<file path="config.mk">
export PLATFORM = sky130hd
export DESIGN_NAME = ctli_ram
export DESIGN_NICKNAME = d
export VERILOG_FILES = /design/src/ctli_ram.sv
export SDC_FILE = /design/constraint.sdc
export NUM_CORES = 1
export LEC_CHECK = 0
export BUFFER_PORTS_ARGS = -buffer_cell sky130_fd_sc_hd__buf_4
export CAP_MARGIN = 20
export CORE_MARGIN = 4
export CORE_UTILIZATION = 40
export CTS_BUF_LIST = sky130_fd_sc_hd__clkbuf_4 sky130_fd_sc_hd__clkbuf_8 sky130_fd_sc_hd__clkbuf_16
export DETAILED_ROUTE_END_ITERATION = 8
export PLACE_DENSITY = 0.68
export SYNTH_ARGS = -nofsm -noshare
export SYNTH_HDL_FRONTEND = slang
export SYNTH_SLANG_ARGS = --single-unit
</file>
<file path="constraint.sdc">
create_clock -name clk -period 1.72 [get_ports clk]
set_input_delay 0.344 -clock clk [delete_from_list [all_inputs] [get_ports clk]]
set_output_delay 0.344 -clock clk [all_outputs]
set_load 0.05 [all_outputs]
</file>
<file path="src/ctli_ram.sv">
// Generic single-write, single-read RAM with registered read data.
module ctli_ram #(
	parameter int WIDTH = 8,
	parameter int DEPTH = 16,
	localparam int AW = (DEPTH > 1) ? $clog2(DEPTH) : 1
) (
	input  logic             clk,
	input  logic             we,
	input  logic [AW-1:0]    waddr,
	input  logic [WIDTH-1:0] wdata,
	input  logic [AW-1:0]    raddr,
	output logic [WIDTH-1:0] rdata
);
	logic [WIDTH-1:0] mem [DEPTH];

	always_ff @(posedge clk) begin
		if (we) begin
			mem[waddr] <= wdata;
		end
		rdata <= mem[raddr];
	end
endmodule

</file>
After elaboration in Yosys (flattened, before gate mapping)

Memory sizes are Yosys's and may differ from the RTL's. A register that Yosys moved wholly into a read port is not among the register bits.
Index checks and enable logic that the tools add are counted.

Flip-flop bits (word level): 0
Memory bits (writable): 128
Input bits: 18
Output and inout port bits: 8
Logic and storage cells: 3
Memories kept: 1

Memory list:

| name | depth | bits a word | rd ports | clocked after Yosys merged registers in | write ports | line | RTL |
|---|---|---|---|---|---|---|---|
| mem  | 16    | 8           | 1        | 1                                       | 1           | 14   | `logic [WIDTH-1:0] mem [DEPTH];` |

Mux-type cells: 2

Operator list:

| cell              | count |
|---|---|
| two-way mux 1 bit | 2 |

Longest topological paths before layout

Depth in word-level cells: 2
Mapped depth: 5
Depth with buffers taken out: 3

Least setup slack after synthesis

No wires, ideal clock.

Path kind: input-to-reg
Start: input waddr[2]
End: memory mem[0][0] (enable)
Setup time: 0.383 ns
Arrival: 1.454 ns
Required time: 1.337 ns
Path slack: -0.117 ns
Cell stages on the path: 2
Path buffers: 0
Cells stage by stage: or3b_2 -> nor3_1

RTL lines:

| item            | line | RTL |
|---|---|---|
| start, declared | 9    | `input logic [AW-1:0] waddr,` |
| end, declared   | 14   |  |

No word-level cell before the write port.

==> flow_metrics.tcl <==
set metrics [dict create \
    clk_path_buf_depth 2 \
    async_reset_ff_share_pct 0 \
    wl_per_cell_um 21.7 \
    synthMuxAreaShare_pct 15.0 \
    holdCritStartpoint "wdata[4]" \
    synth_area_leaders "edfxtp_1 75%, mux4_2 7.9%, mux4_1 7.1%" \
    ant_nets 0 \
    grt.total_usage_pct 15.4 \
    synth-xor-area-share_pct 0 \
    drtIter0Drc 380 \
    yosys.area.top_type_share_pct 74.7 \
    max_stage_delay_ps 530 \
    antenna_found_initial 0 \
    synth_most_common_cell "edfxtp_1" \
    critPathCaptureType "register" \
    numCtsBuffers 17 \
    period_share_pct 81.4 \
    num_antenna_cells 0 \
    rsz0062_at_grt "no" \
    synth_simple_gate_area_share_pct 3.18 \
    required_ps 2020 \
    synthCells 229 \
    via_per_inst 5.19 \
    area_growth_pct 21.9 \
    drive_gt1_share_pct 32.6 \
    final-setup-viol-count 0 \
    hold_ws_ps 232 \
    portBuffers 25 \
    leakage_nw 2.13 \
    ioPinCount 26 \
    fp.dieW_um 121 \
    cts_tree "done" \
    gp_congestion 0.746 \
    finalClockSkew_ps 5.44 \
    holdPathEnd "mem[7][4]" \
    yosysTopAreaCell "edfxtp_1" \
    critPathArrivalTime_ps 1700 \
    layout.nets 303 \
    fp.dieH_um 121 \
    critPathLaunchType "register" \
    drc 0 \
    netlist_area_um2 5150 \
    finalCriticalPeriod_ps 1400 \
    dieArea_um2 14700 \
    grt_pass1_wl_um 16000 \
    cts_resized 0 \
    path_max_fanout 1 \
    path_clk_slew_ps 60 \
    fin_area_um2 6280 \
    syn_avg_cell_area_um2 22.5 \
    criticalPathCategory "register to register" \
    status "complete, no violations" \
    place_hpwl_um 6420 \
    synth_edf_count 128 \
    placedCellCount 438 \
    max-vdd-ir-drop_mv 0.662 \
    synth-adder-area-share_pct 0 \
    rows 41 \
    maxCapViolCount 0 \
    drtPass1Iterations 4 \
    synth_top_family_by_area "multiplexers" \
    critPathSlowestCell "mux4_1" \
    core-area_um2 12600 \
    clock_latency_ps 410 \
    fmax_ghz 0.714 \
    placed_cell_area_um2 5680 \
    grt_pass1_vias 2530 \
    fin_cells 470 \
    finalHoldViolCount 0 \
    worstHoldPathCells 1 \
    cts.sinks 136 \
    grt-ovfl-total 0 \
    slew_headroom_pct 45.3 \
    cts.htree.levels 4 \
    path_cells "mux4_1 > a22oi_1 > nand2_1" \
    cts_hold_buf 0 \
    rr_startpoint "mem[9][3]" \
    ff2ff_path_depth 3 \
    worstMarginPinSlew_ps 819 \
    synth_cell_type_count 19 \
    synthFlopType "edfxtp_1" \
    vias 2438 \
    start_util_pct 40.8 \
    drv_slew 0 \
    ys_seq_area_share_pct 77.8 \
    wl_um 10200 \
    r2r_slack_ps 320 \
    grt_start_max_net_pins 20 \
    ys_ff_latch 136 \
    clockRootBuffer "clkbuf_16" \
    hold_class "input pin to register" \
    post-cts-setup-buffer-count 0 \
    timing.rr.end "rdata[3]" \
    powerDensity_nw_per_um2 1240 \
    yosys_warnings 0 \
    synth_commonest_cells "128 x edfxtp_1, 18 x mux4_2, 16 x a22oi_1, 14 x mux4_1, 13 x nor2_1" \
    synth_compound_area_share_pct 2.33 \
    syn_nets 247 \
]
## logic make-up after synthesis
family,after synthesis
flip-flops,136
AND/OR/NAND/NOR,35
multiplexers,32
AO/OA/AOI/OAI,16
buffers and inverters,10
## how the worst max path moves through the flow
stage	startpoint	slack (ps)	depth (start not counted)	to
after global placement	raddr[0]	-60	5	rdata[1]
after detailed placement	raddr[0]	-70	5	rdata[1]
final	mem[9][3]	320	3	rdata[3]
after CTS	mem[9][3]	300	3	rdata[3]
after global routing	mem[9][3]	230	3	rdata[3]
after floorplan	waddr[2]	110	2	mem[3][0]
## state kept, by name, indices dropped and copies added, names as in the netlist
name	count
mem	128
rdata	8
## per-layer routing
metal  vias to the layer above  wire length (µm)  share of wire (%)  global-route usage, %
li1                       1086                 -                  -                      -
met1                      1270              4630                 45                   21.8
met2                        72              4900                 48                   23.1
met3                        10               578                5.7                   4.38
met4                         0                97               0.95                   5.25
met5                         -                 0                  0                      0
## placed cells by master (no fill, tap or decap), types with 2 or more instances in the layout
master / Yosys / routed
a22oi_1: 16 / 16
buf_12: 0 / 4
buf_4: 1 / 43
bufinv_16: 0 / 3
clkbuf_16: 0 / 17
clkinv_1: 0 / 2
clkinv_2: 0 / 3
clkinvlp_4: 0 / 5
dfxtp_1: 8 / 8
edfxtp_1: 128 / 128
mux4_1: 14 / 14
mux4_2: 18 / 18
nand2_1: 9 / 9
nand2b_1: 2 / 2
nand3b_1: 2 / 2
nor2_1: 13 / 13
nor3_1: 4 / 3
## final cells by class
class,count,area (µm²)
multi-input cells,83,1060
repair buffers,47,403
clock inverters,14,159
flip-flops and latches,136,4000
fillers,1048,6340
well taps,172,215
clock buffers,18,433
## worst max-delay path: cells and delay by family, from the launching register on
kind | cells | cell delay, ps
AO/OA/AOI/OAI | 1 | 290
AND/OR/NAND/NOR | 1 | 70
flip-flops | 1 | 390
multiplexers | 1 | 530
## power by group
part	leakage [nW]	switching, mW	total (mW)	internal, mW
registers	1.22	0.0239	3.73	3.71
clock network	0.276	1.31	3.58	2.27
logic	0.626	0.273	0.457	0.184
total	2.13	1.60	7.77	6.16
## stage by stage
| stage | TNS, ps | power [mW] | setup slack, ps | utilization (%) |
|---|---|---|---|---|
| 2_1_floorplan | 0 | 4.06 | 110 | - |
| 3_3_place_gp | -58.6 | 4.25 | -58.6 | 45.0 |
| 4_1_cts | 0 | 7.84 | 296 | 49.7 |
| 5_1_grt | 0 | 8.05 | 234 | 49.7 |
| 3_5_place_dp | -68.1 | 4.26 | -65.0 | 45.0 |
| 6_report | 0 | 7.77 | 320 | 49.7 |
(Power assumes the default switching activity.)
