## src/ctli_pkg.sv

```systemverilog
// Shared types, widths and codes of the cyclic interpolation table.
package ctli_pkg;

	localparam int TABLE_DEPTH_DEF = 64;

	localparam int REQ_W   = 2;
	localparam int TIME_W  = 48;
	localparam int LOADV_W = 17;
	localparam int FRAC_W  = 16;
	localparam int STAT_W  = 2;
	localparam int CYCLE_W = 25;

	localparam logic [CYCLE_W-1:0] CYCLE_RST = 25'd22118400;
	localparam logic [FRAC_W-1:0]  FRAC_ONE  = 16'd32768;

	// Shared divider: 48-bit dividend, 26-bit divisor.
	localparam int DIV_W  = 48;
	localparam int DSR_W  = 26;
	// Interpolation operands.
	localparam int NUM_W  = 27;
	localparam int DIFF_W = 17;
	localparam int PROD_W = 44;
	localparam int QCL_W  = 17;
	localparam int VAL_W  = 19;

	typedef logic [REQ_W-1:0]  req_type_t;
	typedef logic [STAT_W-1:0] status_t;

	localparam req_type_t REQ_LOAD  = 2'd0;
	localparam req_type_t REQ_QUERY = 2'd1;
	localparam req_type_t REQ_CLEAR = 2'd2;

	localparam status_t STAT_OK    = 2'd0;
	localparam status_t STAT_EMPTY = 2'd1;
	localparam status_t STAT_FULL  = 2'd2;
	localparam status_t STAT_RANGE = 2'd3;

	typedef struct packed {
		logic busy;
		logic done;
	} div_stat_t;

	typedef struct packed {
		logic [CYCLE_W-1:0] t;
		logic [FRAC_W-1:0]  f;
	} sample_t;

endpackage

```

## src/ctli_div.sv

```systemverilog
// Shared restoring divider, one quotient bit per cycle.
module ctli_div (
	input  logic                       clk,
	input  logic                       arst_n,
	input  logic                       start,
	input  logic [ctli_pkg::DIV_W-1:0] dividend,
	input  logic [ctli_pkg::DSR_W-1:0] divisor,
	output ctli_pkg::div_stat_t        stat,
	output logic [ctli_pkg::DIV_W-1:0] quotient,
	output logic [ctli_pkg::DSR_W-1:0] remainder
);
	import ctli_pkg::*;

	localparam int CNT_W = $clog2(DIV_W + 1);

	logic [DSR_W-1:0] rem_q;
	logic [DSR_W-1:0] dsr_q;
	logic [DIV_W-1:0] quo_q;
	logic [CNT_W-1:0] cnt_q;
	logic             busy_q;
	logic             done_q;
	logic [DSR_W+1:0] trial;

	// Trial subtract of the divisor from the shifted partial remainder.
	assign trial = {1'b0, rem_q, quo_q[DIV_W-1]} - {2'b00, dsr_q};

	always_ff @(posedge clk or negedge arst_n) begin
		if (!arst_n) begin
			busy_q <= 1'b0;
			done_q <= 1'b0;
			cnt_q  <= '0;
		end else begin
			done_q <= 1'b0;
			if (start) begin
				busy_q <= 1'b1;
				cnt_q  <= CNT_W'(DIV_W);
			end else if (busy_q) begin
				cnt_q <= cnt_q - 1'b1;
				if (cnt_q == CNT_W'(1)) begin
					busy_q <= 1'b0;
					done_q <= 1'b1;
				end
			end
		end
	end

	always_ff @(posedge clk) begin
		if (start) begin
			rem_q <= '0;
			dsr_q <= divisor;
			quo_q <= dividend;
		end else if (busy_q) begin
			if (!trial[DSR_W+1]) begin
				rem_q <= trial[DSR_W-1:0];
				quo_q <= {quo_q[DIV_W-2:0], 1'b1};
			end else begin
				rem_q <= {rem_q[DSR_W-2:0], quo_q[DIV_W-1]};
				quo_q <= {quo_q[DIV_W-2:0], 1'b0};
			end
		end
	end

	assign stat.busy = busy_q;
	assign stat.done = done_q;
	assign quotient  = quo_q;
	assign remainder = rem_q;
endmodule

```

## config.mk

```make
export PLATFORM = sky130hd
export DESIGN_NAME = ctli_div
export DESIGN_NICKNAME = d
export VERILOG_FILES = /design/src/ctli_pkg.sv /design/src/ctli_div.sv
export SDC_FILE = /design/constraint.sdc
export NUM_CORES = 1
export LEC_CHECK = 0
export BUFFER_PORTS_ARGS = -buffer_cell sky130_fd_sc_hd__buf_2
export CAP_MARGIN = 40
export CORE_MARGIN = 1.5
export CORE_UTILIZATION = 45
export CTS_CLUSTER_SIZE = 10
export DETAILED_ROUTE_END_ITERATION = 6
export PLACE_DENSITY = 0.69
export SLEW_MARGIN = 20
export SYNTH_ARGS = -nofsm -noshare
export SYNTH_HDL_FRONTEND = slang
export SYNTH_SLANG_ARGS = --single-unit
```

## constraint.sdc

```tcl
create_clock -name clk -period 3 [get_ports clk]
set_clock_uncertainty 0.05 [all_clocks]
set_input_delay 0.3 -clock clk [delete_from_list [all_inputs] [get_ports clk]]
set_output_delay 0.3 -clock clk [all_outputs]
set_load 0.03 [all_outputs]
```

## Word level (Yosys, flattened, before mapping)

Cells that the tools add are included.

- Eq/ne operators: 1
- Add/sub/neg operators: 2
- Mux-type cells: 12
- Reduce and logical (&&, ||, !) cells: 1

Operator list:

| operator | number |
|---|---|
| 48-bit two-way mux | 2 |
| 27-bit by 26-bit subtractor with 28-bit output | 1 |
| 26-bit two-way mux | 1 |
| 6-bit two-way mux | 2 |
| 1-bit two-way mux | 7 |
| 6-bit by 1-bit equality test with 1-bit output (second input constant) | 1 |
| 6-bit by 1-bit subtractor with 6-bit output (second input constant) | 1 |
| 2-bit nonzero test | 1 |

- Logic and storage cells: 22
- Bits of input ports: 77
- Output and inout port bits: 76
- Flip-flop bits (word level): 108

## Logic depth before layout (Yosys ltp)

- Word-level depth: 4
- Depth in mapped cells: 12
- Gate-level depth less buffers: 12

## Least setup slack after synthesis

No wires, ideal clock.

- Kind: flip-flop to flip-flop
- From: register quo_q[47] (netlist: quotient[47])
- To: register rem_q[22] (netlist: remainder[22])
- Slack: 180 ps
- Clock period less this slack: 2820 ps
- Arrival: 2621 ps
- Stages on the path, launching flop included: 13
- Path through: edfxtp_1 inv_1 ha_1 inv_1 fa_1 a211oi_1 o21ai_1 and4_1 o21ai_1 a21oi_1 a311o_1 nand4_1 a311oi_2

- Cells in the longest elaborated chain, start to end: 2

Ends and longest elaborated chain:

| element | RTL line | RTL |
|---|---|---|
| start, declared | ctli_div.sv:18 | `logic [DIV_W-1:0] quo_q;` |
| start signal, assigned | ctli_div.sv:51 | `quo_q <= dividend;` |
| start signal, assigned | ctli_div.sv:55 | `quo_q <= {quo_q[DIV_W-2:0], 1'b1};` |
| start signal, assigned | ctli_div.sv:58 | `quo_q <= {quo_q[DIV_W-2:0], 1'b0};` |
| 27-bit by 26-bit subtractor with 28-bit output | ctli_div.sv:25 | `assign trial = {1'b0, rem_q, quo_q[DIV_W-1]} - {2'b00, dsr_q};` |
| 26-bit two-way mux | ctli_div.sv:53 | `if (!trial[DSR_W+1]) begin` |
| end signal, assigned | ctli_div.sv:54 | `rem_q <= trial[DSR_W-1:0];` |
| end signal, assigned | ctli_div.sv:57 | `rem_q <= {rem_q[DSR_W-2:0], quo_q[DIV_W-1]};` |
| end, declared | ctli_div.sv:16 | `logic [DSR_W-1:0] rem_q;` |

No other way between the ends.
A chain may end at the register's enable or synchronous reset.

## Worst setup path after layout

Ends and elaborated chain as after synthesis.

==> results by group <==
Finish
  – Layout cell share with drive strength beyond 1: between 30% and 40%
  – Fillers: 1115
  – Synth-to-layout area growth: 21.50%
  – Cell area after layout: 7127 um^2
  – Final Instance Count excl. Fillers: roughly 840
  – Layout Nets: 770
  – Final core utilization: 56.25%
  – # diodes: 0

Critical path
  – CP bufs+invs: 2
  – Reg2Reg Launch Point: quotient[47]
  – Kind of critical path: flop to flop
  – FF-to-FF End: remainder[22]
  – Cell family with most CP delay: compound AO/OA/AOI/OAI gates
  – Slowest Stage Delay on Critical Path: 0.44 ns
  – WP data arrival: 3.11 ns
  – R2R setup slack: 0.06 ns
  – Critical Path RT: about 3.2 ns
  – Crit path max-delay cell type: fa_1
  – Worst r2r path cells: 12
  – Worst-path cell chain: inv_1 > ha_1 > inv_1 > fa_1 > a211oi_2 > o21ai_1 > and4_1 > o21ai_1 > a21oi_1 > a311o_1 > nand4_1 > a311oi_2
  – Worst-path fanout max: 3
  – Critical Path Sink Type: flop
  – Worst setup SP type: flop

Place
  – Dpl cell area: slightly below 7000 um^2
  – GPL Wtd Cong: approximately 0.9
  – Cell count after placement: 824
  – Hpwl dp: between 10000 and 15000 um
  – Dpl ws: around 0.12 ns
  – PortBufs: ~150

Clock tree
  – H-Tree Depth: 3
  – CTS tree: done
  – Sink Count: around 110
  – Clock Path Buffers: 2
  – Worst-path clk slew: 0.08 ns
  – CTS Buf Count: 9
  – Worst-skew pair later-pin latency: 0.36 ns
  – CTS Root Cell: clkbuf_16

STA
  – Worst Max-Slew Pin Slew: a little under 0.8 ns
  – Setup TNS Final: 0 ns
  – Max Fclk: 340.6 MHz
  – Final setup vio count: 0
  – Crit path time final: 2.936 ns
  – Final Max Slew Viols: 0
  – PnR worst setup slack: 0.06386 ns
  – Fin crit share: 97.87%
  – Max-slew headroom: 48.01%
  – Hold_ws: about 0.061 ns
  – Hold Vio Cnt, Final: 0

Power
  – Maximum vdd ir drop: 428.5 uV
  – Int Pwr: approximately 3.5 mW
  – Sw frac: about two fifths
  – Tot Pwr: slightly below 6 mW
  – Pwr Density: between 800 and 900 nW/um^2
  – Share of power burned in registers: approximately 36%
  – Clock share of power: between 10% and 20%
  – Leak: between 3 and 4 nW
  – Comb pwr share: 44.7%
  – Net Sw Power: roughly 2.4 mW

Logic synthesis
  – Post-synth cell types: 62
  – Sequential element share of the synthesized area: around 50%
  – Seq cells post-synth: ~110
  – Synthesized area: around 5900 um^2
  – Ys async rst share: 7.407%
  – Mapped Cells: 510
  – Top_reg_cell synth: edfxtp_1
  – Post-synth EDFFs: 74
  – Syn_area_per_cell: roughly 12 um^2
  – Synthesized net count: around 600
  – Syn. warnings: 0

Hold path
  – Worst Hold End: dsr_q[1]
  – Worst min path class: primary input to flop
  – Min-delay src: divisor[1]
  – Hold path cells: 1

Routing
  – Drt drc: 0
  – Drt total wl: 13950 um
  – Wire length per cell: between 15 and 20 um
  – Via-per-instance ratio: about 5.4
  – Vias post-DR: between 4000 and 5000
  – Final ANT Viol Nets: 0
  – TritonRoute pass-1 iters: 5
  – Drt first-iter violations: 257

Floorplan
  – Core Area: approximately 13000 um^2
  – Ports: 153
  – Die Span Y: about 120 um
  – Die W: 117.2 um
  – Starting Density: a little under half
  – Die area: 13730 um^2
  – Placement row count: 41

Outcome
  – Status: finished, final reports clean

Global route
  – GRT overflow: 0
  – GRT Util Overall: a little over a fifth
  – First-pass GRT wire length: around 22000 um
  – Largest net degree at the start of global routing: 49
  – Vias in the first global route: between 4000 and 5000
  – Initial antenna violation count: 1

Job
  – Max Cap Viol: 0
[Yosys cell counts, types with 9 or more instances]
master     n  share of area [%]
o21ai_0    9               0.77
nor2_1    44                2.8
ha_1      28                6.0
nand2_1   29                1.9
nor3_1    11               0.94
mux2_2    48                9.2
dfxtp_1   26                8.9
xnor2_1   13                1.9
edfxtp_1  74                 38
mux2i_1    9                1.5
a211oi_1  13                1.7
a21o_1     9                1.2
clkbuf_1  12               0.77
inv_1     36                2.3
xor2_1    10                1.5
a21oi_1   22                1.9
nand3_1    9               0.77
[final cells by class]
class,instances,area (um^2),share of cell area (%)
repair buffers,163,860.8,12.08
well taps,172,215.2,3.020
inverters,38,142.6,2.001
flip-flops and latches,108,2943,41.29
multi-input cells,344,2683,37.64
clock inverters,6,53.80,0.7549
clock buffers,10,229.0,3.213
[state kept, by name (all words and copies together) (netlist names)]
signal,flops
done_q,1
busy_q,1
dsr_q,26
cnt_q,6
quotient,48
remainder,26
[layout by cell type, fill, tap and decap left out, drive strengths merged, types with 10 or more instances in the layout]
| cell type | Yosys | final |
|---|---|---|
| a21oi | 23 | 23 |
| mux2 | 48 | 48 |
| dfxtp | 26 | 26 |
| a211oi | 16 | 16 |
| nand2 | 32 | 32 |
| o21ai | 17 | 17 |
| edfxtp | 74 | 74 |
| clkbuf | 12 | 10 |
| inv | 37 | 41 |
| xnor2 | 13 | 13 |
| buf | 8 | 162 |
| ha | 28 | 28 |
| nor3 | 11 | 11 |
| nor2 | 44 | 44 |
| xor2 | 10 | 10 |
[worst reg2reg max path: stages, from the launching register on]
cell and delay (ns):
edfxtp_1 0.42, inv_1 0.09, ha_1 0.17, inv_1 0.06, fa_1 0.44, a211oi_2 0.30
o21ai_1 0.13, and4_1 0.24, o21ai_1 0.20, a21oi_1 0.13, a311o_1 0.38, nand4_1 0.11
a311oi_2 0.10
[routing by layer]
metal,wire [um],track usage [%],part of all wire [%]
met1,5796,24.05,42
met2,6598,35.27,47
met3,1229,9.063,8.8
met4,314,7.952,2.3
met5,13,0,0.093
[how the worst max path moves through the flow]
stage	endpoint	slack (ns)	start	depth (start not counted)
3_5_place_dp	remainder[22]	0.12	quotient[47]	12
4_1_cts	remainder[22]	0.09	quotient[47]	12
6_report	remainder[22]	0.06	quotient[47]	12
5_1_grt	remainder[22]	-0.03	quotient[47]	12
2_1_floorplan	remainder[22]	0.18	quotient[47]	12
3_3_place_gp	remainder[22]	0.20	quotient[47]	12
[logic make-up after synthesis]
| kind of cell | Yosys count | synth area share, % |
|---|---|---|
| muxes | 57 | 10.75 |
| buffers and inverters | 58 | 4.181 |
| AOI/OAI and AO/OA | 106 | 14.63 |
| and+or+nand+nor | 129 | 10.52 |
| xor gates and xnor gates | 23 | 3.434 |
| adders and majority gates | 29 | 6.314 |
| DFF | 108 | 50.17 |
[what timing repair did]
action,CTS,global route
endpoints found under the setup margin,0,1
endpoints found under the hold margin,8,0
resized for setup,0,1
hold buffers,1,0
buffers inserted,0,0
[power by group through the flow]
| stage | registers (mW) | logic [mW] | clock network (mW) |
|---|---|---|---|
| after CTS | 2.12 | 2.64 | 1.20 |
| after detailed placement | 2.15 | 2.62 | 0 |
| after floorplan | 2.55 | 1.54 | 0 |
| after global routing | 2.16 | 2.90 | 1.26 |
| after global placement | 2.14 | 2.58 | 0 |
| final | 2.12 | 2.66 | 1.17 |
Power figures use the tool's default switching activity.
